### src/rtl/mbg_pkg.sv
`timescale 1ns / 1ps

package mbg_pkg;

	localparam int MAX_SIDE = 32;
	localparam int SIDE_W   = $clog2(MAX_SIDE);
	localparam int CFG_W    = SIDE_W + 1;
	localparam int CELLS    = MAX_SIDE * MAX_SIDE;
	localparam int ADDR_W   = $clog2(CELLS);
	localparam int SP_W     = ADDR_W + 1;
	localparam int OP_W     = 2;
	localparam int EV_W     = 3;
	localparam int DIR_W    = 2;
	localparam int PICK_W   = 8;
	localparam int CFG_IDX_W = 1;

	localparam logic [CFG_W-1:0] GRID_RESET = CFG_W'(16);

	localparam logic [CFG_IDX_W-1:0] CFG_IDX_WIDTH  = 1'b0;
	localparam logic [CFG_IDX_W-1:0] CFG_IDX_HEIGHT = 1'b1;

	localparam logic [OP_W-1:0] OP_START = 2'd0;
	localparam logic [OP_W-1:0] OP_STEP  = 2'd1;
	localparam logic [OP_W-1:0] OP_QUERY = 2'd2;

	localparam logic [EV_W-1:0] EV_STARTED   = 3'd0;
	localparam logic [EV_W-1:0] EV_CARVED    = 3'd1;
	localparam logic [EV_W-1:0] EV_BACKTRACK = 3'd2;
	localparam logic [EV_W-1:0] EV_FINISHED  = 3'd3;
	localparam logic [EV_W-1:0] EV_WALLS     = 3'd4;

	localparam logic [DIR_W-1:0] DIR_RIGHT = 2'd0;
	localparam logic [DIR_W-1:0] DIR_LEFT  = 2'd1;
	localparam logic [DIR_W-1:0] DIR_DOWN  = 2'd2;
	localparam logic [DIR_W-1:0] DIR_UP    = 2'd3;

	typedef struct packed {
		logic capture;
		logic clr_en;
		logic stack_rd;
		logic nb_lo;
		logic nb_hi;
		logic start_set;
		logic query_rd;
		logic query_out;
		logic fin_out;
		logic step_commit;
	} mbg_cmd_t;

	typedef struct packed {
		logic clr_last;
		logic sp_zero;
		logic out_free;
	} mbg_status_t;

	function automatic logic [CFG_W-1:0] eff_size(input logic [CFG_W-1:0] r);
		logic [CFG_W-1:0] s;
		if (r == '0) begin
			s = CFG_W'(1);
		end else if (r > CFG_W'(MAX_SIDE)) begin
			s = CFG_W'(MAX_SIDE);
		end else begin
			s = r;
		end
		return s;
	endfunction

	function automatic logic [SIDE_W-1:0] clamp_coord(input logic [SIDE_W-1:0] v,
			input logic [CFG_W-1:0] size);
		logic [CFG_W-1:0] last;
		last = size - CFG_W'(1);
		if ({1'b0, v} >= size) begin
			return last[SIDE_W-1:0];
		end
		return v;
	endfunction

endpackage

### src/rtl/mbg_ctrl.sv
`timescale 1ns / 1ps

module mbg_ctrl (
	input  logic                      clk,
	input  logic                      arst_n,
	input  logic                      req_valid,
	input  logic [mbg_pkg::OP_W-1:0]  req_opcode,
	output logic                      req_ready,
	input  mbg_pkg::mbg_status_t      status,
	output mbg_pkg::mbg_cmd_t         cmd
);
	import mbg_pkg::*;

	localparam logic [3:0] S_INIT = 4'd0;
	localparam logic [3:0] S_IDLE = 4'd1;
	localparam logic [3:0] S_CLR  = 4'd2;
	localparam logic [3:0] S_SSET = 4'd3;
	localparam logic [3:0] S_QRD  = 4'd4;
	localparam logic [3:0] S_QOUT = 4'd5;
	localparam logic [3:0] S_FIN  = 4'd6;
	localparam logic [3:0] S_TOP  = 4'd7;
	localparam logic [3:0] S_NB   = 4'd8;
	localparam logic [3:0] S_DEC  = 4'd9;

	logic [3:0] state_q;
	logic [3:0] state_d;

	assign req_ready = (state_q == S_IDLE);

	always_comb begin
		cmd = '0;
		state_d = state_q;
		case (state_q)
			S_INIT: begin
				cmd.clr_en = 1'b1;
				if (status.clr_last) begin
					state_d = S_IDLE;
				end
			end
			S_IDLE: begin
				if (req_valid) begin
					cmd.capture = 1'b1;
					case (req_opcode)
						OP_START: state_d = S_CLR;
						OP_STEP: begin
							if (status.sp_zero) begin
								state_d = S_FIN;
							end else begin
								cmd.stack_rd = 1'b1;
								state_d = S_TOP;
							end
						end
						OP_QUERY: state_d = S_QRD;
						default: state_d = S_IDLE;
					endcase
				end
			end
			S_CLR: begin
				cmd.clr_en = 1'b1;
				if (status.clr_last) begin
					state_d = S_SSET;
				end
			end
			S_SSET: begin
				if (status.out_free) begin
					cmd.start_set = 1'b1;
					state_d = S_IDLE;
				end
			end
			S_QRD: begin
				cmd.query_rd = 1'b1;
				state_d = S_QOUT;
			end
			S_QOUT: begin
				if (status.out_free) begin
					cmd.query_out = 1'b1;
					state_d = S_IDLE;
				end
			end
			S_FIN: begin
				if (status.out_free) begin
					cmd.fin_out = 1'b1;
					state_d = S_IDLE;
				end
			end
			S_TOP: begin
				cmd.nb_lo = 1'b1;
				state_d = S_NB;
			end
			S_NB: begin
				cmd.nb_hi = 1'b1;
				state_d = S_DEC;
			end
			S_DEC: begin
				if (status.out_free) begin
					cmd.step_commit = 1'b1;
					state_d = S_IDLE;
				end
			end
			default: state_d = S_IDLE;
		endcase
	end

	always_ff @(posedge clk or negedge arst_n) begin
		if (!arst_n) begin
			state_q <= S_INIT;
		end else begin
			state_q <= state_d;
		end
	end

endmodule

### config.mk
export PLATFORM = sky130hd
export DESIGN_NAME = mbg_ctrl
export DESIGN_NICKNAME = d
export VERILOG_FILES = /design/src/rtl/mbg_pkg.sv /design/src/rtl/mbg_ctrl.sv
export SDC_FILE = /design/constraint.sdc
export NUM_CORES = 1
export LEC_CHECK = 0
export CAP_MARGIN = 20
export CORE_AREA = 2 2 39 41
export DETAILED_ROUTE_END_ITERATION = 12
export DIE_AREA = 0 0 41 43
export DONT_BUFFER_PORTS = 1
export GPL_ROUTABILITY_DRIVEN = 0
export HOLD_SLACK_MARGIN = 0.06
export REMOVE_ABC_BUFFERS = 1
export SYNTH_ARGS = -nofsm -noshare
export SYNTH_HDL_FRONTEND = slang
export SYNTH_SLANG_ARGS = --single-unit
### constraint.sdc
create_clock -name clk -period 2.75 [get_ports clk]
set_input_delay 0.55 -clock clk [delete_from_list [all_inputs] [get_ports clk]]
set_output_delay 0.55 -clock clk [all_outputs]
set_load 0.05 [all_outputs]
==> results.yml <==
status:
  result_of_the_run: "finished, final reports clean"
clocking:
  cts_h_tree_depth: 1
  cts_tree: "built"
  cts-buffers-inserted: 3
  clkLatencyLatePin_ns: 0.23
  cts.root.buffer_cell: "sky130_fd_sc_hd__clkbuf_4"
  clk_path_buf_depth: 2
  postCtsResizedCells: 0
  clock_sink_count: 4
  path_clk_slew_ns: 0.03
global_routing:
  grt_util_all_layers_pct: 12.02
  antenna_found_initial: 0
  first_global_vias: 377
  grt_overflow_total: 0
  grt_start_max_net_pins: 19
  grt_pass1_wl_mm: 1.469
timing:
  finalCriticalPeriod_ns: 2.189
  fin_tns_setup_ns: 0
  rsz0062_at_grt: "false"
  setup-violations-final: 0
  post-route-period-util_pct: 79.61
  max_slew_violation_count: 0
  timing_hold_violations_final: 0
  fmaxAchievable_mhz: 456.8
  maxSlewHeadroom_pct: 66.60
  setup_clock_skew_after_layout_ns: 0.002601
  worst_slack_ns: 0.5608
  worst_pin_slew_ns: 0.5010
pwr:
  total_leakage_power_nw: 0.2635
  total_power_mw: 0.6783
  max-vdd-ir-drop_uv: 430.6
  powerDensity_nw_per_um2: 1202
logic_synthesis:
  ys_types: 28
  asyncSetResetFlopFracSynth_pct: 100.0
  yosys.cell_count.top_type: "sky130_fd_sc_hd__nor3_1"
  synth_enable_flop_cells: 0
  yosys.area.top_type: "sky130_fd_sc_hd__dfrtp_1"
  most_used_dff_post_synth: "sky130_fd_sc_hd__dfrtp_1"
  yosys_warnings: 0
  synth-seq-area-share_pct: 22.04
  netlist_instances: 57
  avgSynthCellArea_sq_um: 7.968
  post-synth-top-area-fraction_pct: 22.04
  synthesized_area_sq_um: 454.2
  ys_seq_elements: 4
  post_synth_main_area_contributors: "sky130_fd_sc_hd__dfrtp_1, sky130_fd_sc_hd__ha_1, sky130_fd_sc_hd__nor3_1"
  synth.top_cells.by_count: "sky130_fd_sc_hd__nor3_1, sky130_fd_sc_hd__nand2_1, sky130_fd_sc_hd__nor2_1"
flow_run:
  cap_violations: 0
placed_design:
  detailedPlace.worstSlack_ns: 0.7998
  io_buffers: 0
  place_hpwl_um: 750.3
die:
  floorplan.die_area_sq_um: 1763
  boundaryPins: 19
  die_w_um: 41
  placeable_area_sq_um: 1384
  rows: 14
  initial_core_util_pct: 32.82
  die_height_um: 43
setup_path:
  crit_path_end_kind: "output port"
  path_max_fanout: 18
  cp_required_ns: 2.20
  crit_arrival_ns: 1.64
  worstSetupPathType: "flip-flop to output port"
  start_kind: "flip-flop"
  reg2regPathDepth: 4
finish:
  area_delta_synth_final_pct: 24.24
  fin_nets: 81
  share_of_layout_cells_above_drive_strength_1_pct: 25.00
  max_flop_register: "state_q"
  num_antenna_cells: 0
  layout_top_registers: "state_q (4)"
  largest_register_ff_count: 4
detailed_routing:
  wl_um: 917
  drt_first_pass_iters: 4
  detail_route.iter0.violations: 5
  route.vias.total: 411
  wire_per_inst_um: 10.92
  post_drt_via_cell_ratio: 4.893
  route.detailed.drc: 0
  postRouteAntennaNets: 0
hold_path:
  holdCritPathClass: "input pin to flip-flop"
  worst_hold_path.num_cells: 2
[area by class of cell]
class                           count  area [sq um]
Tap cell                           16         20.02
Clock buffer                        3         22.52
Sequential cell                     4         100.1
Timing Repair Buffer               12         92.59
Multi-Input combinational cell     46         317.8
Fill cell                         152         819.5
Inverter                            3         11.26
[critical path, stage by stage, from the launching register on]
cell and delay, ns:
sky130_fd_sc_hd__dfrtp_1 0.64, sky130_fd_sc_hd__nor4b_4 0.37, sky130_fd_sc_hd__and3_1 0.21, sky130_fd_sc_hd__buf_4 0.19
[power breakdown]
| group | internal (mW) | switching, mW |
|---|---|---|
| clock network | 0.0485 | 0.0201 |
| registers | 0.0815 | 0.0747 |
| logic | 0.182 | 0.271 |
| total | 0.312 | 0.366 |
[cell usage in the layout (no fill, tap or decap), drive strengths merged]
cell,Yosys,layout
a211o,1,1
a211oi,1,1
a21o,1,1
a31oi,1,1
and2,1,1
and3,1,1
buf,4,11
clkbuf,0,3
dfrtp,4,4
dlygate4sd3,0,1
ha,3,3
inv,3,3
nand2,5,5
nand2b,2,2
nand3,2,2
nor2,5,5
nor2b,3,3
nor3,8,8
nor3b,1,1
nor4b,1,1
nor4bb,1,1
o21a,3,3
o21ai,1,1
o22ai,2,2
or2,1,1
xnor2,1,1
xor2,1,1
[stage by stage]
stage	std cells	cell area [sq um]	hold slack, ns	util (%)
6_report	84	564.3	0.5246	40.78
5_1_grt	84	564.3	0.5524	40.78
4_1_cts	84	564.3	0.5237	40.78
3_5_place_dp	80	531.8	0.2545	38.43
3_3_place_gp	80	531.8	0.2545	38.43
2_1_floorplan	53	429.2	0.2544	-
[path summary, 6_finish.rpt]
kind	startpoint	end	slack, ns
worst max-delay path	state_q[0]	cmd[7]	0.56
worst min-delay path	status[2]	state_q[0]	0.52
worst max register to register	state_q[0]	state_q[0]	1.24
worst min register to register	state_q[3]	state_q[3]	0.71
max in group asynchronous	arst_n	state_q[0]	1.99
min in group asynchronous	arst_n	state_q[3]	0.59
[cell families after synthesis]
group / count (synthesis) / share of synthesized area, %
buffers and inverters: 7 / 7.988
AOI/OAI and AO/OA: 10 / 15.43
and+or+nand+nor: 31 / 42.43
xor gates and xnor gates: 2 / 3.857
DFF: 4 / 22.04
adders and majority gates: 3 / 8.265
[routing by layer]
| metal | vias to the layer above | part of all wire (%) | GRT usage, % |
|---|---|---|---|
| met2 | 8 | 46 | 16.88 |
| met3 | 0 | 6.4 | 4.712 |
| li1 | 222 | - | - |
| met1 | 181 | 47 | 16.39 |
| met4 | 0 | 0 | 4.000 |
| met5 | - | 0 | 0 |
[timing repair]
action	in CTS	in global routing
buffers inserted	0	0
hold buffers	1	0
hold endpoints to repair	4	0
No activity file was read; power rests on OpenSTA's default activity.
